File: src/rtl/ple_pkg.sv
`timescale 1ns / 1ps

package ple_pkg;

  // Default list capacity; the top level takes it as a parameter.
  localparam int CAPACITY_DEF = 32;

  // Field widths of the channels.
  localparam int ACT_W = 2;
  localparam int POS_W = 16;
  localparam int VAL_W = 32;
  localparam int ST_W  = 3;
  localparam int IDX_W = 5;

  // Action codes.
  localparam logic [ACT_W-1:0] ACT_HEAD = 2'd0;
  localparam logic [ACT_W-1:0] ACT_INS  = 2'd1;
  localparam logic [ACT_W-1:0] ACT_DEL  = 2'd2;
  localparam logic [ACT_W-1:0] ACT_TRAV = 2'd3;

  // Result status codes.
  localparam logic [ST_W-1:0] ST_OK    = 3'd0;
  localparam logic [ST_W-1:0] ST_TAIL  = 3'd1;
  localparam logic [ST_W-1:0] ST_BOUND = 3'd2;
  localparam logic [ST_W-1:0] ST_FULL  = 3'd3;
  localparam logic [ST_W-1:0] ST_EMPTY = 3'd4;

  // What an accepted word will do to the list.
  typedef enum logic [2:0] {
    PLAN_NONE = 3'd0,
    PLAN_PUT  = 3'd1,
    PLAN_UP   = 3'd2,
    PLAN_DN   = 3'd3,
    PLAN_DEC  = 3'd4,
    PLAN_TRAV = 3'd5
  } plan_t;

  // Commands from the controller to the datapath.
  typedef struct packed {
    logic capture;
    logic decide;
    logic step;
    logic put;
    logic dec;
    logic load_resp;
    logic load_entry;
  } ple_cmd_t;

  // Status from the datapath to the controller.
  typedef struct packed {
    plan_t plan;
    logic  rem_zero;
  } ple_stat_t;

endpackage

File: src/rtl/ple_in_if.sv
`timescale 1ns / 1ps

interface ple_in_if;
  logic                                valid;
  logic                                ready;
  logic        [ple_pkg::ACT_W-1:0]    action;
  logic signed [ple_pkg::POS_W-1:0]    position;
  logic signed [ple_pkg::VAL_W-1:0]    value;

  modport source (output valid, action, position, value, input ready);
  modport sink   (input valid, action, position, value, output ready);
endinterface

File: src/rtl/ple_out_if.sv
`timescale 1ns / 1ps

interface ple_out_if;
  logic                                valid;
  logic                                ready;
  logic        [ple_pkg::ST_W-1:0]     status;
  logic        [ple_pkg::IDX_W-1:0]    entry_index;
  logic signed [ple_pkg::VAL_W-1:0]    entry_value;
  logic                                last;

  modport source (output valid, status, entry_index, entry_value, last, input ready);
  modport sink   (input valid, status, entry_index, entry_value, last, output ready);
endinterface

File: src/rtl/positional_list_engine.sv
`timescale 1ns / 1ps

// Channel   Direction  Handshake      Word contents
// in_chan   input      valid / ready  action, position, value
// out_chan  output     valid / ready  status, entry_index, entry_value, last
//
// One word at a time. A head insert into a non-empty list, an insert at
// p < count and a delete of a non-final entry move the later entries one
// place per cycle through the store's single write port; a traverse reads
// the entries one by one (registered read). Reset empties the list but
// never clears the store. A stalled result word holds until taken, and no
// new word is accepted meanwhile.

module positional_list_engine #(
  parameter int CAPACITY = ple_pkg::CAPACITY_DEF
) (
  input logic             clk,
  input logic             rst_n,
  ple_in_if.sink          in_chan,
  ple_out_if.source       out_chan
);

  // Commands and status between the controller and the datapath.
  ple_pkg::ple_cmd_t  cmd;
  ple_pkg::ple_stat_t stat;

  // The controller sequences each word: it captures the input word, lets the
  // datapath decide what the word does to the list, runs the shift walk or the
  // traverse, and presents each result word until it is taken.
  ple_ctrl u_ctrl (
    .clk       (clk),
    .rst_n     (rst_n),
    .in_valid  (in_chan.valid),
    .in_ready  (in_chan.ready),
    .out_valid (out_chan.valid),
    .out_ready (out_chan.ready),
    .stat      (stat),
    .cmd       (cmd)
  );

  // The datapath holds the entry count, the captured word, the walk pointer,
  // the entry store and the result register that drives the output channel.
  ple_datapath #(
    .CAPACITY (CAPACITY)
  ) u_datapath (
    .clk             (clk),
    .rst_n           (rst_n),
    .in_action       (in_chan.action),
    .in_position     (in_chan.position),
    .in_value        (in_chan.value),
    .cmd             (cmd),
    .stat            (stat),
    .out_status      (out_chan.status),
    .out_entry_index (out_chan.entry_index),
    .out_entry_value (out_chan.entry_value),
    .out_last        (out_chan.last)
  );

endmodule

File: src/rtl/ple_ram.sv
`timescale 1ns / 1ps

module ple_ram #(
  parameter int WIDTH = 32,
  parameter int DEPTH = 32
) (
  input  logic                     clk,
  input  logic                     wr_en,
  input  logic [$clog2(DEPTH)-1:0] wr_addr,
  input  logic [WIDTH-1:0]         wr_data,
  input  logic                     rd_en,
  input  logic [$clog2(DEPTH)-1:0] rd_addr,
  output logic [WIDTH-1:0]         rd_data
);

  logic [WIDTH-1:0] mem [DEPTH];

  always_ff @(posedge clk) begin
    if (wr_en) begin
      mem[wr_addr] <= wr_data;
    end
    if (rd_en) begin
      rd_data <= mem[rd_addr];
    end
  end

endmodule

File: src/rtl/ple_datapath.sv
`timescale 1ns / 1ps

module ple_datapath #(
  parameter int CAPACITY = ple_pkg::CAPACITY_DEF
) (
  input  logic                             clk,
  input  logic                             rst_n,
  input  logic        [ple_pkg::ACT_W-1:0] in_action,
  input  logic signed [ple_pkg::POS_W-1:0] in_position,
  input  logic signed [ple_pkg::VAL_W-1:0] in_value,
  input  ple_pkg::ple_cmd_t                cmd,
  output ple_pkg::ple_stat_t               stat,
  output logic        [ple_pkg::ST_W-1:0]  out_status,
  output logic        [ple_pkg::IDX_W-1:0] out_entry_index,
  output logic signed [ple_pkg::VAL_W-1:0] out_entry_value,
  output logic                             out_last
);

  localparam int AW = $clog2(CAPACITY);
  localparam int CW = $clog2(CAPACITY + 1);

  // Captured word.
  logic        [ple_pkg::ACT_W-1:0] act_r;
  logic signed [ple_pkg::POS_W-1:0] pos_r;
  logic signed [ple_pkg::VAL_W-1:0] val_r;

  // List length and walk state.
  logic [CW-1:0] cnt_r, cnt_nxt;
  logic [AW-1:0] ptr_r, ptr_nxt;
  logic [CW-1:0] rem_r, rem_nxt;
  logic [AW-1:0] pend_addr_r;
  logic          pend_r;
  logic          walk_up_r;
  logic          walk_wr_r;
  logic [ple_pkg::ST_W-1:0] code_r;

  // Decision logic.
  logic [ple_pkg::POS_W-1:0] pos16, cnt16;
  logic                      neg, beyond, full, empty, del_mid;
  ple_pkg::plan_t            plan;
  logic [ple_pkg::ST_W-1:0]  code;
  logic [AW-1:0]             ins_pos;

  // Memory port.
  logic                       wr_en;
  logic [AW-1:0]              wr_addr;
  logic [ple_pkg::VAL_W-1:0]  wr_data;
  logic [ple_pkg::VAL_W-1:0]  rd_data;
  logic [15:0]                idx_ext;

  assign pos16   = {1'b0, pos_r[ple_pkg::POS_W-2:0]};
  assign cnt16   = 16'(cnt_r);
  assign neg     = pos_r[ple_pkg::POS_W-1];
  assign beyond  = pos16 >= cnt16;
  assign full    = cnt_r == CW'(CAPACITY);
  assign empty   = cnt_r == '0;
  assign del_mid = (pos16 + 16'd1) < cnt16;

  always_comb begin
    plan = ple_pkg::PLAN_NONE;
    code = ple_pkg::ST_OK;
    case (act_r)
      ple_pkg::ACT_HEAD: begin
        if (full) begin
          code = ple_pkg::ST_FULL;
        end else if (empty) begin
          plan = ple_pkg::PLAN_PUT;
        end else begin
          plan = ple_pkg::PLAN_UP;
        end
      end
      ple_pkg::ACT_INS: begin
        if (neg) begin
          code = ple_pkg::ST_BOUND;
        end else if (full) begin
          code = ple_pkg::ST_FULL;
        end else if (beyond) begin
          plan = ple_pkg::PLAN_PUT;
          code = ple_pkg::ST_TAIL;
        end else begin
          plan = ple_pkg::PLAN_UP;
        end
      end
      ple_pkg::ACT_DEL: begin
        if (neg || beyond) begin
          code = ple_pkg::ST_BOUND;
        end else if (del_mid) begin
          plan = ple_pkg::PLAN_DN;
        end else begin
          plan = ple_pkg::PLAN_DEC;
        end
      end
      default: begin
        if (empty) begin
          code = ple_pkg::ST_EMPTY;
        end else begin
          plan = ple_pkg::PLAN_TRAV;
        end
      end
    endcase
  end

  // Head insert goes to the front, an append to the tail, otherwise to the position.
  always_comb begin
    if (act_r == ple_pkg::ACT_HEAD) begin
      ins_pos = '0;
    end else if (beyond) begin
      ins_pos = cnt_r[AW-1:0];
    end else begin
      ins_pos = pos_r[AW-1:0];
    end
  end

  assign stat.plan     = plan;
  assign stat.rem_zero = (rem_r == '0);

  always_comb begin
    ptr_nxt = ptr_r;
    rem_nxt = rem_r;
    if (cmd.decide) begin
      case (plan)
        ple_pkg::PLAN_UP: begin
          ptr_nxt = AW'(cnt_r - CW'(1));
          rem_nxt = cnt_r - CW'(ins_pos);
        end
        ple_pkg::PLAN_DN: begin
          ptr_nxt = pos_r[AW-1:0] + AW'(1);
          rem_nxt = cnt_r - CW'(pos_r[AW-1:0]) - CW'(1);
        end
        ple_pkg::PLAN_TRAV: begin
          ptr_nxt = '0;
          rem_nxt = cnt_r;
        end
        default: begin
          rem_nxt = '0;
        end
      endcase
    end else if (cmd.step) begin
      ptr_nxt = walk_up_r ? ptr_r - AW'(1) : ptr_r + AW'(1);
      rem_nxt = rem_r - CW'(1);
    end
  end

  always_comb begin
    cnt_nxt = cnt_r;
    if (cmd.put) begin
      cnt_nxt = cnt_r + CW'(1);
    end else if (cmd.dec) begin
      cnt_nxt = cnt_r - CW'(1);
    end
  end

  // A word read during a shift is written back one place up or down in the next cycle.
  always_comb begin
    wr_en   = 1'b0;
    wr_addr = ins_pos;
    wr_data = val_r;
    if (cmd.put) begin
      wr_en = 1'b1;
    end else if (pend_r && walk_wr_r) begin
      wr_en   = 1'b1;
      wr_addr = walk_up_r ? pend_addr_r + AW'(1) : pend_addr_r - AW'(1);
      wr_data = rd_data;
    end
  end

  always_ff @(posedge clk) begin
    if (!rst_n) begin
      cnt_r  <= '0;
      pend_r <= 1'b0;
    end else begin
      cnt_r  <= cnt_nxt;
      pend_r <= cmd.step;
    end
  end

  always_ff @(posedge clk) begin
    ptr_r <= ptr_nxt;
    rem_r <= rem_nxt;
    if (cmd.capture) begin
      act_r <= in_action;
      pos_r <= in_position;
      val_r <= in_value;
    end
    if (cmd.decide) begin
      code_r    <= code;
      walk_up_r <= (plan == ple_pkg::PLAN_UP);
      walk_wr_r <= (plan == ple_pkg::PLAN_UP) || (plan == ple_pkg::PLAN_DN);
    end
    if (cmd.step) begin
      pend_addr_r <= ptr_r;
    end
  end

  assign idx_ext = 16'(pend_addr_r);

  always_ff @(posedge clk) begin
    if (cmd.load_resp) begin
      out_status      <= code_r;
      out_entry_index <= '0;
      out_entry_value <= '0;
      out_last        <= 1'b1;
    end else if (cmd.load_entry) begin
      out_status      <= ple_pkg::ST_OK;
      out_entry_index <= idx_ext[ple_pkg::IDX_W-1:0];
      out_entry_value <= rd_data;
      out_last        <= (rem_r == '0);
    end
  end

  ple_ram #(
    .WIDTH (ple_pkg::VAL_W),
    .DEPTH (CAPACITY)
  ) u_store (
    .clk     (clk),
    .wr_en   (wr_en),
    .wr_addr (wr_addr),
    .wr_data (wr_data),
    .rd_en   (cmd.step),
    .rd_addr (ptr_r),
    .rd_data (rd_data)
  );

endmodule

File: src/rtl/ple_ctrl.sv
`timescale 1ns / 1ps

module ple_ctrl (
  input  logic               clk,
  input  logic               rst_n,
  input  logic               in_valid,
  output logic               in_ready,
  output logic               out_valid,
  input  logic               out_ready,
  input  ple_pkg::ple_stat_t stat,
  output ple_pkg::ple_cmd_t  cmd
);

  typedef enum logic [7:0] {
    S_IDLE   = 8'b0000_0001,
    S_DECIDE = 8'b0000_0010,
    S_WALK   = 8'b0000_0100,
    S_FIN    = 8'b0000_1000,
    S_RESP   = 8'b0001_0000,
    S_TRD    = 8'b0010_0000,
    S_TLD    = 8'b0100_0000,
    S_TOUT   = 8'b1000_0000
  } state_t;

  state_t         state_r, state_nxt;
  ple_pkg::plan_t plan_r, plan_nxt;

  assign in_ready  = (state_r == S_IDLE);
  assign out_valid = (state_r == S_RESP) || (state_r == S_TOUT);

  always_comb begin
    state_nxt = state_r;
    plan_nxt  = plan_r;
    cmd       = '0;
    case (state_r)
      S_IDLE: begin
        if (in_valid) begin
          cmd.capture = 1'b1;
          state_nxt   = S_DECIDE;
        end
      end
      S_DECIDE: begin
        cmd.decide = 1'b1;
        plan_nxt   = stat.plan;
        case (stat.plan)
          ple_pkg::PLAN_UP, ple_pkg::PLAN_DN: state_nxt = S_WALK;
          ple_pkg::PLAN_TRAV:                 state_nxt = S_TRD;
          default:                            state_nxt = S_FIN;
        endcase
      end
      S_WALK: begin
        if (stat.rem_zero) begin
          state_nxt = S_FIN;
        end else begin
          cmd.step = 1'b1;
        end
      end
      S_FIN: begin
        cmd.load_resp = 1'b1;
        cmd.put       = plan_r inside {ple_pkg::PLAN_PUT, ple_pkg::PLAN_UP};
        cmd.dec       = plan_r inside {ple_pkg::PLAN_DN, ple_pkg::PLAN_DEC};
        state_nxt     = S_RESP;
      end
      S_RESP: begin
        if (out_ready) begin
          state_nxt = S_IDLE;
        end
      end
      S_TRD: begin
        cmd.step  = 1'b1;
        state_nxt = S_TLD;
      end
      S_TLD: begin
        cmd.load_entry = 1'b1;
        state_nxt      = S_TOUT;
      end
      S_TOUT: begin
        if (out_ready) begin
          state_nxt = stat.rem_zero ? S_IDLE : S_TRD;
        end
      end
      default: begin
        state_nxt = S_IDLE;
      end
    endcase
  end

  always_ff @(posedge clk) begin
    if (!rst_n) begin
      state_r <= S_IDLE;
      plan_r  <= ple_pkg::PLAN_NONE;
    end else begin
      state_r <= state_nxt;
      plan_r  <= plan_nxt;
    end
  end

endmodule

File: src/flat_wrapper.sv
// flat-port wrapper written by rule: the top's interface ports become plain ports
module positional_list_engine_flat 
#(
  parameter int CAPACITY = ple_pkg::CAPACITY_DEF
)
  (clk, rst_n, in_chan_valid, in_chan_action, in_chan_position, in_chan_value, in_chan_ready, out_chan_valid, out_chan_status, out_chan_entry_index, out_chan_entry_value, out_chan_last, out_chan_ready);
  ple_in_if in_chan_i ();
  ple_out_if out_chan_i ();
  input logic clk;
  input logic rst_n;
  input wire logic [$bits(in_chan_i.valid)-1:0] in_chan_valid;
  input wire logic [$bits(in_chan_i.action)-1:0] in_chan_action;
  input wire logic [$bits(in_chan_i.position)-1:0] in_chan_position;
  input wire logic [$bits(in_chan_i.value)-1:0] in_chan_value;
  output wire logic [$bits(in_chan_i.ready)-1:0] in_chan_ready;
  output wire logic [$bits(out_chan_i.valid)-1:0] out_chan_valid;
  output wire logic [$bits(out_chan_i.status)-1:0] out_chan_status;
  output wire logic [$bits(out_chan_i.entry_index)-1:0] out_chan_entry_index;
  output wire logic [$bits(out_chan_i.entry_value)-1:0] out_chan_entry_value;
  output wire logic [$bits(out_chan_i.last)-1:0] out_chan_last;
  input wire logic [$bits(out_chan_i.ready)-1:0] out_chan_ready;
  assign in_chan_i.valid = in_chan_valid;
  assign in_chan_i.action = in_chan_action;
  assign in_chan_i.position = in_chan_position;
  assign in_chan_i.value = in_chan_value;
  assign in_chan_ready = in_chan_i.ready;
  assign out_chan_valid = out_chan_i.valid;
  assign out_chan_status = out_chan_i.status;
  assign out_chan_entry_index = out_chan_i.entry_index;
  assign out_chan_entry_value = out_chan_i.entry_value;
  assign out_chan_last = out_chan_i.last;
  assign out_chan_i.ready = out_chan_ready;
  positional_list_engine #(.CAPACITY(CAPACITY)) u_core (.clk(clk), .rst_n(rst_n), .in_chan(in_chan_i), .out_chan(out_chan_i));
endmodule
File: config.mk
export PLATFORM = sky130hd
export DESIGN_NAME = positional_list_engine_flat
export DESIGN_NICKNAME = d
export VERILOG_FILES = /design/src/rtl/ple_pkg.sv /design/src/rtl/ple_in_if.sv /design/src/rtl/ple_out_if.sv /design/src/rtl/positional_list_engine.sv /design/src/rtl/ple_ram.sv /design/src/rtl/ple_datapath.sv /design/src/rtl/ple_ctrl.sv /design/src/flat_wrapper.sv
export SDC_FILE = /design/constraint.sdc
export NUM_CORES = 1
export LEC_CHECK = 0
export ABC_AREA = 1
export BUFFER_PORTS_ARGS = -buffer_cell sky130_fd_sc_hd__buf_4
export CAP_MARGIN = 5
export CORE_ASPECT_RATIO = 1.4
export CORE_MARGIN = 2
export CORE_UTILIZATION = 60
export DETAILED_ROUTE_END_ITERATION = 7
export PLACE_DENSITY = 0.77
export SLEW_MARGIN = 20
export SYNTH_ARGS = -nofsm -noshare
export SYNTH_HDL_FRONTEND = slang
export SYNTH_SLANG_ARGS = --single-unit
export TNS_END_PERCENT = 5
File: constraint.sdc
create_clock -name clk -period 4.5 [get_ports clk]
set_input_delay 1.35 -clock clk [delete_from_list [all_inputs] [get_ports clk]]
set_output_delay 1.35 -clock clk [all_outputs]
set_load 0.01 [all_outputs]
==> flow_summary.json <==
{
  "post-route-period-util_pct": 82.96,
  "ir_worst_vdd_mv": 0.4286,
  "cts_sinks": 1186,
  "viasPerCell": 6.554,
  "r2r-end": "u_core.u_datapath.u_store.mem[1][29]$_DFFE_PP_",
  "p_leak_uw": 0.01792,
  "grt_max_degree": 189,
  "crit_required_ns": 4.86,
  "max_freq_mhz": 267.9,
  "cap_violations": 0,
  "port_buffers": 96,
  "drive_above_1_share_pct": 11.82,
  "first_iter_violations": 4754,
  "async_flop_share_pct": 0,
  "cts_hold_buf": 0,
  "track_usage_pct": 31.24,
  "finalClockSkew_ns": 0.02554,
  "crit_path_end_kind": "register",
  "start_util_pct": 60.70,
  "dieWidth_um": 243.0,
  "cts_tree": "yes",
  "postCtsSetupRepairBufs": 0,
  "cp_max_fo": 20,
  "io_pins": 97,
  "wl_met3_um": 15150,
  "period_needed_ns": 3.733,
  "synth_top_cell_by_area": "edfxtp_1",
  "wl_met1_um": 47000,
  "syn_inst": 3753,
  "syn-cell-area_um2": 47990,
  "htreeDepth": 3,
  "r2r_slack_ns": 0.77,
  "clk_pin_slew_worst_paths_ns": 0.06,
  "rsz0062_at_grt": "no",
  "ys_seq_area_share_pct": 73.04,
  "cts_root_buf": "clkbuf_16",
  "dpl.hpwl_um": 75060,
  "wl_per_cell_um": 26.22,
  "cts-resized-gates": 0,
  "register_area_um2": 35050,
  "clock_latency_ns": 0.68,
  "row_count": 122,
  "yosysWarningCount": 0,
  "ys_seq_elements": 1186,
  "fin_setup_tns_ns": 0,
  "relSlewSlack_pct": 20.58,
  "setup_viol": 0,
  "place_congestion": 0.8828,
  "vias": 32520,
  "power_density_nw_per_um2": 461.3,
  "grt_pass1_wl_um": 193200,
  "dr_wl_met2_um": 62710,
  "hold_path_class": "register to register",
  "maxSlewViolCount": 0,
  "tightest_slew_ns": 1.188,
  "overflow": 0,
  "synth.area.top_cells": "edfxtp_1, o21ai_0, nor2_1",
  "fillers": 5320,
  "yosys_most_used_dff": "edfxtp_1",
  "endpoint": "u_core.u_datapath.u_store.mem[1][29]$_DFFE_PP_",
  "core_area_um2": 79070,
  "criticalPathCategory": "register to register",
  "grt_pass1_vias": 31268,
  "antenna_found_initial": 7,
  "syn_nets": 3843,
  "synth.avg_cell_area_um2": 12.79,
  "multi_input_area_um2": 11760,
  "drtPass1Iterations": 6,
  "post-route-drc-count": 0,
  "final_antenna_net_count": 0,
  "synth.distinct_cells": 46,
  "cp_data_arrival_time_ns": 4.09,
  "die_area_um2": 82300,
  "cts_buffer_depth": 3,
  "routed_wl_um": 130100,
  "finalPower_uw": 24850,
  "status": "finished clean",
  "crit_start": "u_core.u_datapath.pos_r[2]$_DFFE_PP_",
  "routed.top_layer": "met5",
  "final_nets": 3909,
  "synth-edff-count": 1130,
  "area_growth_pct": 12.24,
  "worstReg2RegStart": "u_core.u_datapath.pos_r[2]$_DFFE_PP_",
  "cts_buffers": 103,
  "rr_worst_depth": 12,
  "setup.worst_path.start_class": "register",
  "hold_viol": 0,
  "die_h_um": 338.6,
  "synth.top_cell.area_share_pct": 70.70
}
==> area by class of cell <==
type / count / area share [%]
Clock buffer: 127 / 5.108
Sequential cell: 1186 / 65.08
Inverter: 108 / 0.7851
Clock inverter: 66 / 1.259
Tap cell: 1054 / 2.448
Multi-Input combinational cell: 2215 / 21.83
Antenna cell: 1 / 0.004646
Timing Repair Buffer: 205 / 3.484
==> state kept, by name (all words and copies together) (netlist names), 2 cells and up <==
register,flops
u_core.u_datapath.pos_r,16
u_core.u_datapath.val_r,32
u_core.u_datapath.rem_r,6
u_core.u_datapath.out_entry_value,32
u_core.u_datapath.u_store.mem,1024
u_core.u_datapath.ptr_r,5
u_core.u_datapath.cnt_r,6
u_core.u_datapath.code_r,3
u_core.u_datapath.u_store.rd_data,32
u_core.u_datapath.act_r,2
u_core.u_ctrl.plan_r,3
u_core.u_datapath.out_entry_index,5
u_core.u_datapath.out_status,3
u_core.u_ctrl.state_r,8
u_core.u_datapath.pend_addr_r,5
==> how the worst min path moves through the flow <==
stage,start,endpoint,cells after the start
after floorplan,u_core.u_datapath.ptr_r[0]$_DFFE_PP_,u_core.u_datapath.pend_addr_r[0]$_DFFE_PP_,0
after global placement,u_core.u_datapath.out_last$_SDFFE_PP1P_,u_core.u_datapath.out_last$_SDFFE_PP1P_,2
after detailed placement,u_core.u_datapath.out_last$_SDFFE_PP1P_,u_core.u_datapath.out_last$_SDFFE_PP1P_,2
after CTS,u_core.u_datapath.out_last$_SDFFE_PP1P_,u_core.u_datapath.out_last$_SDFFE_PP1P_,2
after global routing,u_core.u_datapath.out_entry_value[17]$_SDFFE_PP0P_,u_core.u_datapath.out_entry_value[17]$_SDFFE_PP0P_,2
final,u_core.u_datapath.out_last$_SDFFE_PP1P_,u_core.u_datapath.out_last$_SDFFE_PP1P_,2
==> cell usage after synthesis (4+ instances only) <==
cell / instances
edfxtp_1: 1130
nor2_1: 735
o21ai_0: 607
nand2_1: 258
o221ai_1: 188
clkbuf_1: 174
nand3_1: 113
inv_1: 98
o22ai_1: 71
dfxtp_1: 56
buf_2: 52
a31oi_1: 34
ha_1: 32
a21oi_1: 29
a32oi_1: 26
nand4_1: 22
xor2_1: 19
nand3_2: 14
buf_4: 12
nor2_2: 8
inv_2: 7
nand3_4: 6
nor3_1: 6
xnor2_1: 6
or2_2: 5
buf_1: 4
fa_1: 4
nand2_2: 4
o21ai_2: 4
==> where the power goes <==
part,internal [uW],switching (uW)
Clock,5050,3940
Combinational,664,2160
Sequential,12900,128
Total,18600,6230
==> cell families after synthesis <==
logic type	share of synthesized area (%)
adders and majority gates	1.001
DFF	73.04
and+or+nand+nor	10.21
xor gates and xnor gates	0.4562
AOI/OAI and AO/OA	12.28
buffers and inverters	3.016
==> per-stage QoR <==
| stage | util (%) | worst slack [ns] | area [um2] | instances | hold slack, ns |
|---|---|---|---|---|---|
| 5_1_grt | 68.12 | 0.6002 | 53860 | 4962 | 0.5108 |
| 4_1_cts | 68.11 | 0.7983 | 53850 | 4961 | 0.4837 |
| 6_report | 68.12 | 0.7669 | 53860 | 4962 | 0.4841 |
| 2_1_floorplan | - | 0.5553 | 47990 | 3753 | 0.4277 |
| 3_3_place_gp | 63.77 | 0.8432 | 50420 | 4768 | 0.4671 |
| 3_5_place_dp | 63.77 | 0.8097 | 50420 | 4768 | 0.4675 |
==> critical path: stages, from the launching register on <==
cell and delay [ns]:
edfxtp_1 0.47, inv_1 0.11, ha_1 0.41, a21oi_1 0.17
nand2_1 0.11, a21oi_4 0.26, nand3_4 0.17, nand2_1 0.11
nand3_2 0.12, o21ai_2 0.27, nand3_4 0.29, nor2_4 0.60
buf_12 0.29
==> per-layer routing <==
| metal | vias up | GRT usage (%) |
|---|---|---|
| li1 | 14055 | - |
| met1 | 15901 | 41.96 |
| met2 | 2187 | 50.32 |
| met3 | 367 | 6.080 |
| met4 | 10 | 13.23 |
| met5 | - | 0 |
==> placed cells by master, fill, tap and decap left out, types with 22 or more instances in the layout <==
cell type,instances
nand2_1,253
nor2_4,34
buf_12,27
edfxtp_1,1130
clkbuf_16,106
a21oi_1,29
nand3_1,113
ha_1,32
dfxtp_1,56
a32oi_1,26
o22ai_1,71
buf_4,178
o221ai_1,188
clkinv_2,24
inv_1,94
a31oi_1,34
nand4_1,22
o21ai_0,607
nor2_1,702
No activity file was read; power rests on OpenSTA's default activity.
